**config.mk**
```make
export PLATFORM = sky130hd
export DESIGN_NAME = decimal_bignum_subtractor
export DESIGN_NICKNAME = d
export VERILOG_FILES = /design/src/dbs_pkg.sv /design/src/dbs_digit_unit.sv /design/src/decimal_bignum_subtractor.sv
export VERILOG_INCLUDE_DIRS = /design/src /design/src/src
export SDC_FILE = /design/constraint.sdc
export NUM_CORES = 1
export LEC_CHECK = 0
export BUFFER_PORTS_ARGS = -buffer_cell sky130_fd_sc_hd__buf_2
export CAP_MARGIN = 5
export CORE_MARGIN = 2
export CORE_UTILIZATION = 63
export DETAILED_ROUTE_END_ITERATION = 12
export PLACE_DENSITY_LB_ADDON = 0.1
export SYNTH_ARGS = -nofsm -noshare
export SYNTH_HDL_FRONTEND = slang
export SYNTH_SLANG_ARGS = --single-unit
```
**constraint.sdc**
```tcl
create_clock -name clock -period 5.7 [get_ports clock]
set_clock_uncertainty 0.1 [all_clocks]
set_input_delay 1.425 -clock clock [delete_from_list [all_inputs] [get_ports clock]]
set_output_delay 1.425 -clock clock [all_outputs]
set_load 0.005 [all_outputs]
```
**src/decimal_bignum_subtractor_macros.svh**
```systemverilog
// Assertion helpers for the decimal subtractor.
`ifndef DECIMAL_BIGNUM_SUBTRACTOR_MACROS_SVH
`define DECIMAL_BIGNUM_SUBTRACTOR_MACROS_SVH
`ifndef SYNTH
`define DBS_ASSERT(lbl, clk, rst, prop, msg) \
   lbl: assert property (@(posedge clk) disable iff (rst) (prop)) else $error(msg);
`define DBS_ASSERT_IMP(lbl, clk, rst, pre, post, msg) \
   lbl: assert property (@(posedge clk) disable iff (rst) (pre) |-> (post)) else $error(msg);
`else
`define DBS_ASSERT(lbl, clk, rst, prop, msg)
`define DBS_ASSERT_IMP(lbl, clk, rst, pre, post, msg)
`endif
`endif

```
**src/dbs_pkg.sv**
```systemverilog
`default_nettype none
package dbs_pkg;

   localparam int MAX_DIGITS_DEF = 32;
   localparam int DIGIT_W = 4;
   localparam logic [DIGIT_W-1:0] DIGIT_MAX = 4'd9;
   localparam logic [DIGIT_W:0] RADIX = 5'd10;

   typedef struct packed {
      logic clear;
      logic cmp_en;
      logic sub_en;
   } dbs_ctl_type;

endpackage
`default_nettype wire

```
**src/dbs_digit_unit.sv**
```systemverilog
`default_nettype none
// One digit per cycle: magnitude compare (most significant first), then
// decimal subtract of larger minus smaller (least significant first).
module dbs_digit_unit (
   input  wire logic                           clock,
   input  wire logic                           reset,
   input  wire dbs_pkg::dbs_ctl_type           ctl,
   input  wire logic [dbs_pkg::DIGIT_W-1:0]    x,
   input  wire logic [dbs_pkg::DIGIT_W-1:0]    y,
   output logic                                neg,
   output logic [dbs_pkg::DIGIT_W-1:0]         diff
);

   logic decided_ff, decided_in;
   logic neg_ff, neg_in;
   logic borrow_ff, borrow_in;

   logic [dbs_pkg::DIGIT_W:0] hi;
   logic [dbs_pkg::DIGIT_W:0] lo;
   logic [dbs_pkg::DIGIT_W:0] diff_wide;
   logic                      under;

   always_comb begin
      hi = {1'b0, (neg_ff ? y : x)};
      lo = {1'b0, (neg_ff ? x : y)} + {{dbs_pkg::DIGIT_W{1'b0}}, borrow_ff};
      under = hi < lo;
      diff_wide = under ? (hi + dbs_pkg::RADIX - lo) : (hi - lo);
      diff = diff_wide[dbs_pkg::DIGIT_W-1:0];
      neg = neg_ff;
   end

   always_comb begin
      decided_in = decided_ff;
      neg_in = neg_ff;
      borrow_in = borrow_ff;
      if (ctl.clear) begin
         decided_in = 1'b0;
         neg_in = 1'b0;
         borrow_in = 1'b0;
      end else begin
         // first differing digit settles the sign
         if (ctl.cmp_en && !decided_ff && (x != y)) begin
            decided_in = 1'b1;
            neg_in = x < y;
         end
         if (ctl.sub_en) begin
            borrow_in = under;
         end
      end
   end

   always_ff @(posedge clock) begin
      if (reset) begin
         decided_ff <= 1'b0;
         neg_ff <= 1'b0;
         borrow_ff <= 1'b0;
      end else begin
         decided_ff <= decided_in;
         neg_ff <= neg_in;
         borrow_ff <= borrow_in;
      end
   end

endmodule
`default_nettype wire

```
**src/decimal_bignum_subtractor.sv**
```systemverilog
// Decimal subtractor for two unsigned numbers sent as digit streams.
// req channel: one beat per digit, most significant first. tuser selects the
// operand (0 minuend, 1 subtrahend), tlast marks an operand's final digit.
// Beats are taken one per cycle while loading; the subtrahend's last beat
// starts the run. n = longer operand length (at least 1).
// The compare pass walks the digit stores, then the subtract pass, then n
// result beats follow; each result digit is read through the result store's
// registered read port and reaches the output register before the next read.
// rsp channel: tdata carries the digit, tuser the negative flag (same on
// every beat of a run), tlast the final digit. A stalled receiver holds the
// output register and pauses the readout; req_tready stays low from the
// run's start until the last result is read from the store.
// Digits beyond MAX_DIGITS per operand are dropped; digit codes above nine
// count as nine. Reset empties both operands and drops any pending result.
`default_nettype none
`include "decimal_bignum_subtractor_macros.svh"
module decimal_bignum_subtractor #(
   parameter int MAX_DIGITS = dbs_pkg::MAX_DIGITS_DEF
) (
   input  wire logic       clock,
   input  wire logic       reset,
   input  wire logic       req_tvalid,
   output logic            req_tready,
   input  wire logic [7:0] req_tdata,   // [3:0] digit, [7:4] zero
   input  wire logic       req_tuser,   // [0] mode
   input  wire logic       req_tlast,
   output logic            rsp_tvalid,
   input  wire logic       rsp_tready,
   output logic [7:0]      rsp_tdata,   // [3:0] result_digit, [7:4] zero
   output logic            rsp_tuser,   // [0] negative
   output logic            rsp_tlast
);

   localparam int LEN_W = $clog2(MAX_DIGITS + 1);
   localparam int ADDR_W = $clog2(MAX_DIGITS);
   localparam int W = dbs_pkg::DIGIT_W;
   localparam logic [LEN_W-1:0] MAX_LEN = LEN_W'(MAX_DIGITS);
   localparam logic [LEN_W-1:0] ONE = LEN_W'(1);

   localparam logic [1:0] S_LOAD = 2'd0;
   localparam logic [1:0] S_CMP  = 2'd1;
   localparam logic [1:0] S_SUB  = 2'd2;
   localparam logic [1:0] S_EMIT = 2'd3;

   logic [1:0]       state_ff, state_in;
   logic [LEN_W-1:0] cnt_ff, cnt_in;
   logic [LEN_W-1:0] n_ff, n_in;
   logic [LEN_W-1:0] ml_ff, ml_in;
   logic [LEN_W-1:0] sl_ff, sl_in;
   logic             mdone_ff, mdone_in;

   logic [W-1:0] mstore [MAX_DIGITS];
   logic [W-1:0] sstore [MAX_DIGITS];
   logic [W-1:0] rstore [MAX_DIGITS];

   logic [W-1:0]      m_rd_ff, s_rd_ff, r_rd_ff;
   logic              vld_ff, m_hit_ff, s_hit_ff;
   logic [ADDR_W-1:0] pos_ff;
   logic              pend_ff, pend_last_ff;
   logic              out_vld_ff, out_vld_in;
   logic [W-1:0]      out_digit_ff;
   logic              out_neg_ff, out_last_ff;

   logic             accept;
   logic [W-1:0]     digit_sat;
   logic             m_we, s_we;
   logic [LEN_W-1:0] sl_next, run_len;
   logic             issue, e_issue, pass_end;
   logic [LEN_W-1:0] pos, m_addr, s_addr, e_addr;
   logic             m_hit, s_hit;

   dbs_pkg::dbs_ctl_type ctl;
   logic [W-1:0] x, y, diff;
   logic         neg;

   assign req_tready = (state_ff == S_LOAD);
   assign accept = req_tvalid && req_tready;
   assign digit_sat = (req_tdata[W-1:0] > dbs_pkg::DIGIT_MAX) ?
                      dbs_pkg::DIGIT_MAX : req_tdata[W-1:0];

   assign m_we = accept && !req_tuser && !mdone_ff && (ml_ff < MAX_LEN);
   assign s_we = accept && req_tuser && (sl_ff < MAX_LEN);
   assign sl_next = sl_ff + {{(LEN_W-1){1'b0}}, s_we};
   assign run_len = (ml_ff > sl_next) ? ml_ff : sl_next;

   // digit walk: compare goes from the top position down, subtract from units up
   assign pass_end = (cnt_ff == n_ff);
   assign issue = ((state_ff == S_CMP) || (state_ff == S_SUB)) && !pass_end;
   assign pos = (state_ff == S_CMP) ? (n_ff - ONE - cnt_ff) : cnt_ff;
   assign m_hit = pos < ml_ff;
   assign s_hit = pos < sl_ff;
   assign m_addr = ml_ff - ONE - pos;
   assign s_addr = sl_ff - ONE - pos;

   assign e_issue = (state_ff == S_EMIT) && !pass_end && !pend_ff &&
                    (!out_vld_ff || rsp_tready);
   assign e_addr = n_ff - ONE - cnt_ff;

   assign x = m_hit_ff ? m_rd_ff : '0;
   assign y = s_hit_ff ? s_rd_ff : '0;

   always_comb begin
      ctl.clear = (state_ff == S_LOAD);
      ctl.cmp_en = vld_ff && (state_ff == S_CMP);
      ctl.sub_en = vld_ff && (state_ff == S_SUB);
   end

   dbs_digit_unit u_unit (
      .clock (clock),
      .reset (reset),
      .ctl   (ctl),
      .x     (x),
      .y     (y),
      .neg   (neg),
      .diff  (diff)
   );

   always_comb begin
      state_in = state_ff;
      cnt_in = cnt_ff;
      n_in = n_ff;
      ml_in = ml_ff;
      sl_in = sl_ff;
      mdone_in = mdone_ff;
      case (state_ff)
         S_LOAD: begin
            ml_in = ml_ff + {{(LEN_W-1){1'b0}}, m_we};
            sl_in = sl_next;
            if (accept && !req_tuser && req_tlast) begin
               mdone_in = 1'b1;
            end
            if (accept && req_tuser && req_tlast) begin
               state_in = S_CMP;
               cnt_in = '0;
               n_in = (run_len == '0) ? ONE : run_len;
            end
         end
         S_CMP, S_SUB: begin
            if (pass_end) begin
               state_in = (state_ff == S_CMP) ? S_SUB : S_EMIT;
               cnt_in = '0;
            end else begin
               cnt_in = cnt_ff + ONE;
            end
         end
         S_EMIT: begin
            if (e_issue) begin
               cnt_in = cnt_ff + ONE;
            end
            if (pass_end && !pend_ff) begin
               state_in = S_LOAD;
               cnt_in = '0;
               ml_in = '0;
               sl_in = '0;
               mdone_in = 1'b0;
            end
         end
         default: begin
            state_in = S_LOAD;
         end
      endcase
   end

   always_comb begin
      out_vld_in = out_vld_ff;
      if (pend_ff) begin
         out_vld_in = 1'b1;
      end else if (out_vld_ff && rsp_tready) begin
         out_vld_in = 1'b0;
      end
   end

   always_ff @(posedge clock) begin
      if (reset) begin
         state_ff <= S_LOAD;
         cnt_ff <= '0;
         n_ff <= ONE;
         ml_ff <= '0;
         sl_ff <= '0;
         mdone_ff <= 1'b0;
         vld_ff <= 1'b0;
         pend_ff <= 1'b0;
         out_vld_ff <= 1'b0;
      end else begin
         state_ff <= state_in;
         cnt_ff <= cnt_in;
         n_ff <= n_in;
         ml_ff <= ml_in;
         sl_ff <= sl_in;
         mdone_ff <= mdone_in;
         vld_ff <= issue;
         pend_ff <= e_issue;
         out_vld_ff <= out_vld_in;
      end
   end

   // operand stores
   always_ff @(posedge clock) begin
      if (m_we) begin
         mstore[ml_ff[ADDR_W-1:0]] <= digit_sat;
      end
      if (issue) begin
         m_rd_ff <= mstore[m_addr[ADDR_W-1:0]];
      end
   end

   always_ff @(posedge clock) begin
      if (s_we) begin
         sstore[sl_ff[ADDR_W-1:0]] <= digit_sat;
      end
      if (issue) begin
         s_rd_ff <= sstore[s_addr[ADDR_W-1:0]];
      end
   end

   // result store, written units first, read back most significant first
   always_ff @(posedge clock) begin
      if (ctl.sub_en) begin
         rstore[pos_ff] <= diff;
      end
      if (e_issue) begin
         r_rd_ff <= rstore[e_addr[ADDR_W-1:0]];
         pend_last_ff <= (cnt_ff + ONE) == n_ff;
      end
   end

   always_ff @(posedge clock) begin
      if (issue) begin
         m_hit_ff <= m_hit;
         s_hit_ff <= s_hit;
         pos_ff <= pos[ADDR_W-1:0];
      end
      if (pend_ff) begin
         out_digit_ff <= r_rd_ff;
         out_neg_ff <= neg;
         out_last_ff <= pend_last_ff;
      end
   end

   assign rsp_tvalid = out_vld_ff;
   assign rsp_tdata = {{(8-W){1'b0}}, out_digit_ff};
   assign rsp_tuser = out_neg_ff;
   assign rsp_tlast = out_last_ff;

   `DBS_ASSERT(a_len_cap, clock, reset, (ml_ff <= MAX_LEN) && (sl_ff <= MAX_LEN), "length over cap")
   `DBS_ASSERT_IMP(a_pend_slot, clock, reset, pend_ff, !out_vld_ff, "readout hit a full output")
   `DBS_ASSERT_IMP(a_sign_hold, clock, reset, state_ff == S_EMIT, $stable(neg), "sign moved in readout")

endmodule
`default_nettype wire

```
==> results.cfg, run 1 <==
[detailed_routing]
drtIter0Drc = 893
routed_wl_mm = 37.92
viasPerCell = 6.228
dr.pass1.iters = 5
drc = 0
routedWlPerCell_um = 23.67
vias = 9978
ant_nets = 0

[logic_synthesis]
ys_types = 62
yosysWarnings = 0
synth_compound_area_share_pct = 3.237
async_flop_share_pct = 0
synth-adder-area-share_pct = 3.822
synth.yosys.seq_area_share_pct = 67.39
syn_area_mm2 = 0.01925
synth-simple-area-share_pct = 6.578
synthXorXnorAreaFrac_pct = 1.742
synthMuxAreaShare_pct = 14.95
synthCells = 1133
synth_top_family_by_area = multiplexers
synth-main-ff-cell = edfxtp_1
yosys_register_bits = 443
synth.avg_cell_area_um2 = 16.99
synth_edf_count = 410

[floorplan]
initial_core_util_pct = 63.43
dieArea_mm2 = 0.03197
num_rows = 64
die_x_um = 178.8
core_mm2 = 0.03035
io_pins = 26
die_h_um = 178.8

[pwr]
p_leak_nw = 6.945
ir_drop_mv = 0.4532
p_int_mw = 7.375
p_per_area_mw_per_mm2 = 497.1
switchingPower_mw = 3.159
p_sw_share_pct = 29.99
pwr-share-comb_pct = 31.0
seq_power_share_pct = 42.6
clock_power_share_pct = 26.4

[timing]
hold_viol = 0
slew_viol_final = 0
fin_setup_tns_ps = 0
worst_pin_slew_ps = 1158
slew_headroom_pct = 22.77
period_needed_ps = 4675
setup_viol_count_final = 0
clock.fmax_ghz = 0.2139
fin_crit_sh_pct = 82.02
rsz0062_at_grt = no

[placement]
place_congestion = 0.8572
place_hpwl_mm = 24.87
port_buffers = 17

[worst_hold_path]
min_path_type = reg2reg

[worst_setup_path]
critPathRequiredTime_ps = 5880
crit_fanout = 9
cp_data_arrival_time_ps = 4860
crit_path_end_kind = flip-flop
critical_path_class = reg2reg
crit_path_start_kind = flip-flop

[global_route]
globalRouteOverflowTotal = 0
antenna_found_initial = 0
grt.total_usage_pct = 24.88
first_global_vias = 10140
grt_first_pass_wirelength_mm = 59.01
grt_max_degree = 68

[status]
outcome = finished clean

[cells_and_area]
final_util_pct = 69.82
final_cell_mix = edfxtp_1 (410), nor2_1 (128), mux4_2 (120)
drive_gt1_share_pct = 21.14
layout.cells.most_common = edfxtp_1
syn2layout_area_growth_pct = 10.07
diodes = 0
fin_nets = 1242

[clocking]
worstSkewPairLatency_ps = 540
cts_tree = done
clock_path_buffers = 3
cts_sinks = 443
htree_levels = 2
postCtsResizedCells = 0
post_cts_buffers = 0
clk_pin_slew_ps = 60
cts_buffers = 44
cts-root-buf = clkbuf_16
cts_hold_buf = 0

[job]
drv_cap = 0
[path summary, 6_finish.rpt]
| check | start | to | slack, ps | cells after the start |
|---|---|---|---|---|
| hold reg to reg | r_rd_ff[1] | out_digit_ff[1] | 320 | 0 |
| setup / recovery | cnt_ff[0] | s_rd_ff[0] | 1020 | 13 |
| hold / removal | r_rd_ff[1] | out_digit_ff[1] | 320 | 0 |
| setup reg to reg | cnt_ff[0] | s_rd_ff[0] | 1020 | 13 |
[power groups by stage]
stage	registers, mW	logic [mW]	clock network (mW)
floorplan	4.56	2.22	0
finish	4.49	3.26	2.78
detailed placement	4.56	3.27	0
global route	4.51	3.57	2.95
CTS	4.49	3.30	2.82
global placement	4.55	3.19	0
[registers in the layout, indices dropped and copies added (netlist names), 5 cells and up]
| register | flops |
|---|---|
| cnt_ff | 6 |
| sstore | 128 |
| n_ff | 6 |
| pos_ff | 5 |
| mstore | 128 |
| rstore | 128 |
| sl_ff | 6 |
| ml_ff | 6 |
[cell usage after synthesis, drive strengths merged (2+ instances only)]
cell / number / area, um2
clkbuf: 26 / 97.59
a22oi: 5 / 37.54
nor4: 5 / 31.28
a211oi: 2 / 15.01
o21ai: 28 / 140.1
nand3b: 6 / 45.04
o21a: 6 / 45.04
nand3: 36 / 185.2
nand4b: 3 / 26.28
buf: 21 / 172.7
a21o: 9 / 67.56
mux2i: 4 / 40.04
edfxtp: 410 / 12310
ha: 50 / 625.6
or3: 6 / 37.54
nand4: 3 / 18.77
xnor2: 27 / 266.5
o311ai: 5 / 43.79
mux2: 12 / 135.1
o31ai: 3 / 22.52
inv: 44 / 165.2
and3: 4 / 25.02
xor2: 7 / 68.82
dfxtp: 33 / 660.6
or3b: 2 / 17.52
nor2: 128 / 480.5
fa: 5 / 100.1
mux4: 120 / 2703
nand2: 43 / 161.4
nor2b: 15 / 93.84
nor3: 8 / 45.04
nand2b: 8 / 50.05
or2: 2 / 15.02
a21oi: 29 / 145.1
[cell type report]
type | count | area [um2]
Inverter | 44 | 165.2
Sequential cell | 443 | 12970
Timing Repair Buffer | 38 | 275.3
Fill cell | 1905 | 9160
Multi-Input combinational cell | 602 | 5897
Clock buffer | 58 | 1185
Clock inverter | 21 | 198.9
Tap cell | 396 | 495.5
[through the flow]
| stage | cells | area (um2) | setup slack (ps) | power [mW] | hold slack (ps) |
|---|---|---|---|---|---|
| CTS | 1601 | 21160 | 1028 | 10.61 | 318.7 |
| global placement | 1522 | 19780 | 1184 | 7.744 | 300.7 |
| finish | 1602 | 21190 | 1025 | 10.53 | 318.4 |
| floorplan | 1136 | 19260 | 1411 | 6.780 | 300.3 |
| detailed placement | 1522 | 19780 | 1108 | 7.829 | 304.5 |
| global route | 1602 | 21190 | 843.3 | 11.02 | 338.1 |
[layer usage]
metal	global-route usage (%)	part of all wire, %	vias up	routed length [um]
met5	0	0	-	0
met4	7.859	2.9	0	1115
met3	3.796	4.7	72	1786
met2	42.16	51	290	19440
met1	33.61	41	5111	15570
li1	-	-	4505	-
[logic make-up after synthesis]
kind of cell             Yosys count
flip-flops                       443
AND/OR/NAND/NOR                  273
multiplexers                     136
AO/OA/AOI/OAI                     99
buffers and inverters             91
adder cells (fa/ha/maj)           56
XOR/XNOR                          34
other                              1
[critical path, cell delays in order (launching register included)]
cell and delay (ps):
dfxtp_1 330, inv_1 150, ha_2 220, inv_1 60
fa_1 430, xnor2_2 160, buf_4 190, nand2_1 80
o21ai_0 390, ha_1 570, a21oi_1 110, xnor2_1 860
mux4_2 480, mux2_2 300
No activity file was read; power rests on OpenSTA's default activity.
==> inputs of run 2 (changes only) <==
Clock period 5.7 ns to 4.8 ns, I/O delays scaled along.
==> run 2 against run 1 <==
Against the previous run:
- register-to-register slack worse by 430 ps
- routed wire length is 3.4% lower
- combinational power is 16% higher
- global-route usage is 1.2 points lower
- first-iteration DRC count is 6.8% higher
- critical path depth is 1 lower
- sequential share of layout area is 0.22 points lower
- worst setup slack worse by 430 ps
- clock power is 24% higher
- fmax is 11% higher
- critical path type unchanged
- critical endpoint is now m_rd_ff[1]
- largest cell class unchanged
- largest power group unchanged
==> results.cfg, run 2 (same netlist as run 1, synthesis figures left out) <==
[worst_setup_path]
critPathSlowestCell = xnor2_1
path_cells = inv_1 -> ha_2 -> inv_1 -> fa_1 -> xnor2_2 -> nand2_1 -> o21ai_0 -> ha_1 -> a21oi_1 -> xnor2_1 -> mux4_2 -> mux2_2
crit_family = adder cells
cp_data_arrival_time_ps = 4380
critical_path_class = reg2reg
max_stage_delay_ps = 780
critPathRequiredTime_ps = 4980
crit_fanout = 8
crit_path_start_kind = flip-flop
critPathBufInv = 2
path_common_cell = inv_1
critPathLaunch = cnt_ff[0]
r2r_start = cnt_ff[0]
crit_path_end_kind = flip-flop

[global_route]
globalRouteOverflowTotal = 0
grt_first_pass_wirelength_mm = 56.52
grt.total_usage_pct = 23.65
grt_max_degree = 67
first_global_vias = 9951
antenna_found_initial = 0

[floorplan]
num_rows = 64
dieArea_mm2 = 0.03197
initial_core_util_pct = 63.43
die_h_um = 178.8
die_x_um = 178.8
core_mm2 = 0.03035
io_pins = 26

[detailed_routing]
ant_nets = 0
viasPerCell = 6.154
dr.pass1.iters = 5
routed_wl_mm = 36.65
drc = 0
vias = 9859
routedWlPerCell_um = 22.87
drtIter0Drc = 954

[timing]
fin_setup_tns_ps = 0
whs_ps = 317.1
fin_crit_sh_pct = 87.62
hold_viol = 0
rsz0062_at_grt = no
clock.fmax_ghz = 0.2378
setup_viol_count_final = 0
slew_viol_final = 0
period_needed_ps = 4206
timing.final.ws_setup_ps = 594.3
worst_pin_slew_ps = 1178
slew_headroom_pct = 21.46

[cells_and_area]
layout.cells.most_common = edfxtp_1
syn2layout_area_growth_pct = 10.48
diodes = 0
final_cell_mix = edfxtp_1 (410), nor2_1 (128), mux4_2 (120)
final_cell_area_mm2 = 0.02127
fin_nets = 1241
fillCellCount = 1916
stdcell_count = 1602
drive_gt1_share_pct = 21.31

[status]
outcome = finished clean

[clocking]
cts_sinks = 443
worstSkewPairLatency_ps = 530
cts_tree = done
cts_hold_buf = 0
clock_path_buffers = 3
clk_pin_slew_ps = 60
post_cts_buffers = 0
cts-root-buf = clkbuf_16
htree_levels = 2
cts_buffers = 44
postCtsResizedCells = 0

[worst_hold_path]
min-delay-start = r_rd_ff[2]
min_path_type = reg2reg

[job]
drv_cap = 0

[placement]
dpl_cell_area_mm2 = 0.01980
dp_cells = 1522
place_congestion = 0.8383
port_buffers = 17
dp_slack_ps = 598.2
place_hpwl_mm = 24.23

[pwr]
p_leak_nw = 6.981
ir_drop_mv = 0.5125
p_per_area_mw_per_mm2 = 590.9
[run 2: cell type report]
type,instances,area [um2],area share (%)
Sequential cell,443,12970,61.00
Multi-Input combinational cell,602,5897,27.73
Timing Repair Buffer,37,272.8,1.283
Clock buffer,54,1160,5.454
Tap cell,396,495.5,2.330
Inverter,44,165.2,0.7766
Clock inverter,26,304.0,1.430
[run 2: worst paths after layout]
kind	endpoint	slack (ps)	cells past startpoint
setup reg to reg	m_rd_ff[1]	590	12
setup / recovery	m_rd_ff[1]	590	12
hold reg to reg	out_digit_ff[2]	320	0
hold / removal	out_digit_ff[2]	320	0
[run 2: power by group]
part           leakage [nW]  internal [mW]  switching (mW)
Sequential             3.97           5.24           0.103
Clock                 0.712           2.09            1.35
Combinational          2.30           1.53            2.25
[run 2: stage by stage]
| step | power (mW) | util (%) |
|---|---|---|
| after detailed placement | 9.219 | 65.25 |
| after CTS | 12.67 | 70.07 |
| final | 12.57 | 70.07 |
| after global routing | 13.16 | 70.07 |
| after global placement | 9.119 | 65.25 |
| after floorplan | 8.051 | - |
[run 2: per-layer routing]
metal / vias to the layer above / track usage (%) / wire (um)
met5: - / 0 / 0
met3: 72 / 3.350 / 1934
met2: 304 / 39.65 / 18420
met4: 0 / 8.570 / 1113
li1: 4502 / - / -
met1: 4981 / 32.05 / 15170
[run 2: worst reg2reg max path: cells and delay by family, from the launching register on]
kind	cells	cell delay [ps]
compound gates	2	420
simple gates	1	60
fa+ha+maj	3	1160
buf+inv	2	200
mux	2	750
flops	1	320
xor+xnor	2	950
==> inputs of run 3 (changes only) <==
Settings changed: CORE_UTILIZATION 63 to 57.
Clock period 4.8 ns to 3.5 ns, I/O delays scaled along.
==> run 3 against run 2 <==
Against the previous run:
- the run now ends with negative setup slack left
- combinational power increased by 83%
- clock-buffer cell count increased by 3
- critical endpoint is now m_rd_ff[0]
- design area increased by 5.0%
- hold slack improved by 2.9 ps
- final cell count increased by 8.4%
==> results.cfg, run 3 (same netlist as run 1, synthesis figures left out) <==
[clocking]
clock_path_buffers = 3
cts_tree = done
cts_buffers = 46
clk_pin_slew_ps = 60
worstSkewPairLatency_ps = 560
htree_levels = 2
cts_sinks = 443
cts-root-buf = clkbuf_16

[detailed_routing]
drtIter0Drc = 1018
viasPerCell = 5.908
routedWlPerCell_um = 22.90
top_layer = met4
wl_met3_mm = 2.002
dr.pass1.iters = 5
vias = 10260
met1_length_mm = 16.62
met2_length_mm = 19.93
drc = 0
ant_nets = 0
routed_wl_mm = 39.76

[worst_setup_path]
critPathLaunch = cnt_ff[0]
cp_data_arrival_time_ps = 3870
r2r_setup_slack_ps = -160
critical_path_class = reg2reg
r2r_start = cnt_ff[0]
r2r_cells = 11
crit_path_start_kind = flip-flop
timing.rr.end = m_rd_ff[0]
cp-endpoint = m_rd_ff[0]
crit_family = adder cells
crit_path_end_kind = flip-flop
critPathBufInv = 4
critPathRequiredTime_ps = 3710
path_cells = inv_2 -> ha_4 -> inv_2 -> fa_1 -> a21oi_4 -> inv_4 -> fa_2 -> buf_12 -> mux4_2 -> mux4_2 -> mux2_2
cp.depth = 11
crit_fanout = 20
max_stage_delay_ps = 600
critPathSlowestCell = fa_2

[global_route]
globalRouteOverflowTotal = 0
antenna_found_initial = 0
grt_first_pass_wirelength_mm = 62.01
grt.total_usage_pct = 23.19
first_global_vias = 10700
grt_max_degree = 65

[floorplan]
initial_core_util_pct = 57.70
die_x_um = 187.8
num_rows = 67
io_pins = 26
dieArea_mm2 = 0.03526
die_h_um = 187.8
core_mm2 = 0.03336

[pwr]
p_total_mw = 19.00
p_per_area_mw_per_mm2 = 850.5
ir_drop_mv = 0.7169
p_leak_nw = 7.492

[status]
violations = negative setup slack
outcome = finished with violations

[timing]
slew_viol_final = 0
worst_pin_slew_ps = 1159
period_needed_ps = 3656
fin_crit_sh_pct = 104.4
rsz0062_at_grt = yes
whs_ps = 320.0
setup_viol_count_final = 8
timing.final.ws_setup_ps = -155.6
hold_viol = 0
slew_headroom_pct = 22.72
clock.fmax_ghz = 0.2736

[cells_and_area]
final_cell_mix = edfxtp_1 (410), nor2_1 (127), mux4_2 (120)
fillCellCount = 2299
drive_gt1_share_pct = 28.73
layout.cells.most_common = edfxtp_1
multi_input_area_mm2 = 0.006188
syn2layout_area_growth_pct = 16.05
seq_area_mm2 = 0.01298
diodes = 0
stdcell_count = 1736
fin_nets = 1322

[placement]
dp_slack_ps = -206.4
port_buffers = 17
place_hpwl_mm = 25.95
dp_cells = 1640
place_congestion = 0.8409

[worst_hold_path]
min_path_type = reg2reg

[job]
drv_cap = 0
## run 3: cell types whose count changed in the layout (fill, tap and decap cells not counted), sizes merged
| cell | previous run | this run |
|---|---|---|
| buf | 37 | 114 |
| clkbuf | 54 | 57 |
| bufinv | 7 | 5 |
| clkinv | 17 | 19 |
| clkinvlp | 2 | 1 |
| inv | 44 | 45 |
| o21ai | 28 | 29 |
| xnor2 | 27 | 28 |
## run 3: metrics by stage
| stage | util [%] | setup TNS (ps) | instance area [um2] |
|---|---|---|---|
| floorplan | - | -1247 | 19450 |
| global placement | 61.48 | -5274 | 20510 |
| detailed placement | 61.48 | -11300 | 20510 |
| CTS | 66.14 | -1168 | 22070 |
| global route | 66.96 | -2027 | 22340 |
| finish | 66.96 | -1025 | 22340 |
## run 3: what timing repair did
item,in CTS,in global routing
gates cloned,1,1
hold endpoints to repair,0,0
pin swaps,2,17
hold buffers,0,0
buffers inserted,2,9
endpoints found under the setup margin,73,78
gates resized for setup,9,37
## run 3: report_power, final
group          internal, mW  switching, mW  total, mW
Sequential             7.17          0.116       7.29
Combinational          3.21           3.71       6.91
Clock                  2.86           1.94       4.80
## run 3: area by class of cell
cell class / instances / area share (%)
repair buffers: 114 / 4.307
inverters: 44 / 0.7617
clock inverters: 26 / 1.103
flip-flops and latches: 443 / 58.10
well taps: 448 / 2.509
clock buffers: 57 / 5.522
multi-input cells: 604 / 27.70
## run 3: worst min path at each step
| stage | from | endpoint | slack (ps) | cells after the start |
|---|---|---|---|---|
| final | r_rd_ff[3] | out_digit_ff[3] | 320 | 0 |
| after global routing | r_rd_ff[1] | out_digit_ff[1] | 340 | 0 |
| after CTS | r_rd_ff[3] | out_digit_ff[3] | 330 | 0 |
| after detailed placement | r_rd_ff[3] | out_digit_ff[3] | 310 | 0 |
| after global placement | r_rd_ff[0] | out_digit_ff[0] | 300 | 0 |
| after floorplan | r_rd_ff[0] | out_digit_ff[0] | 300 | 0 |
## run 3: metal layers
layer,GRT usage [%],up-vias
met4,7.965,0
met1,31.89,5218
met2,38.72,283
met5,0,-
li1,-,4677
met3,3.182,78
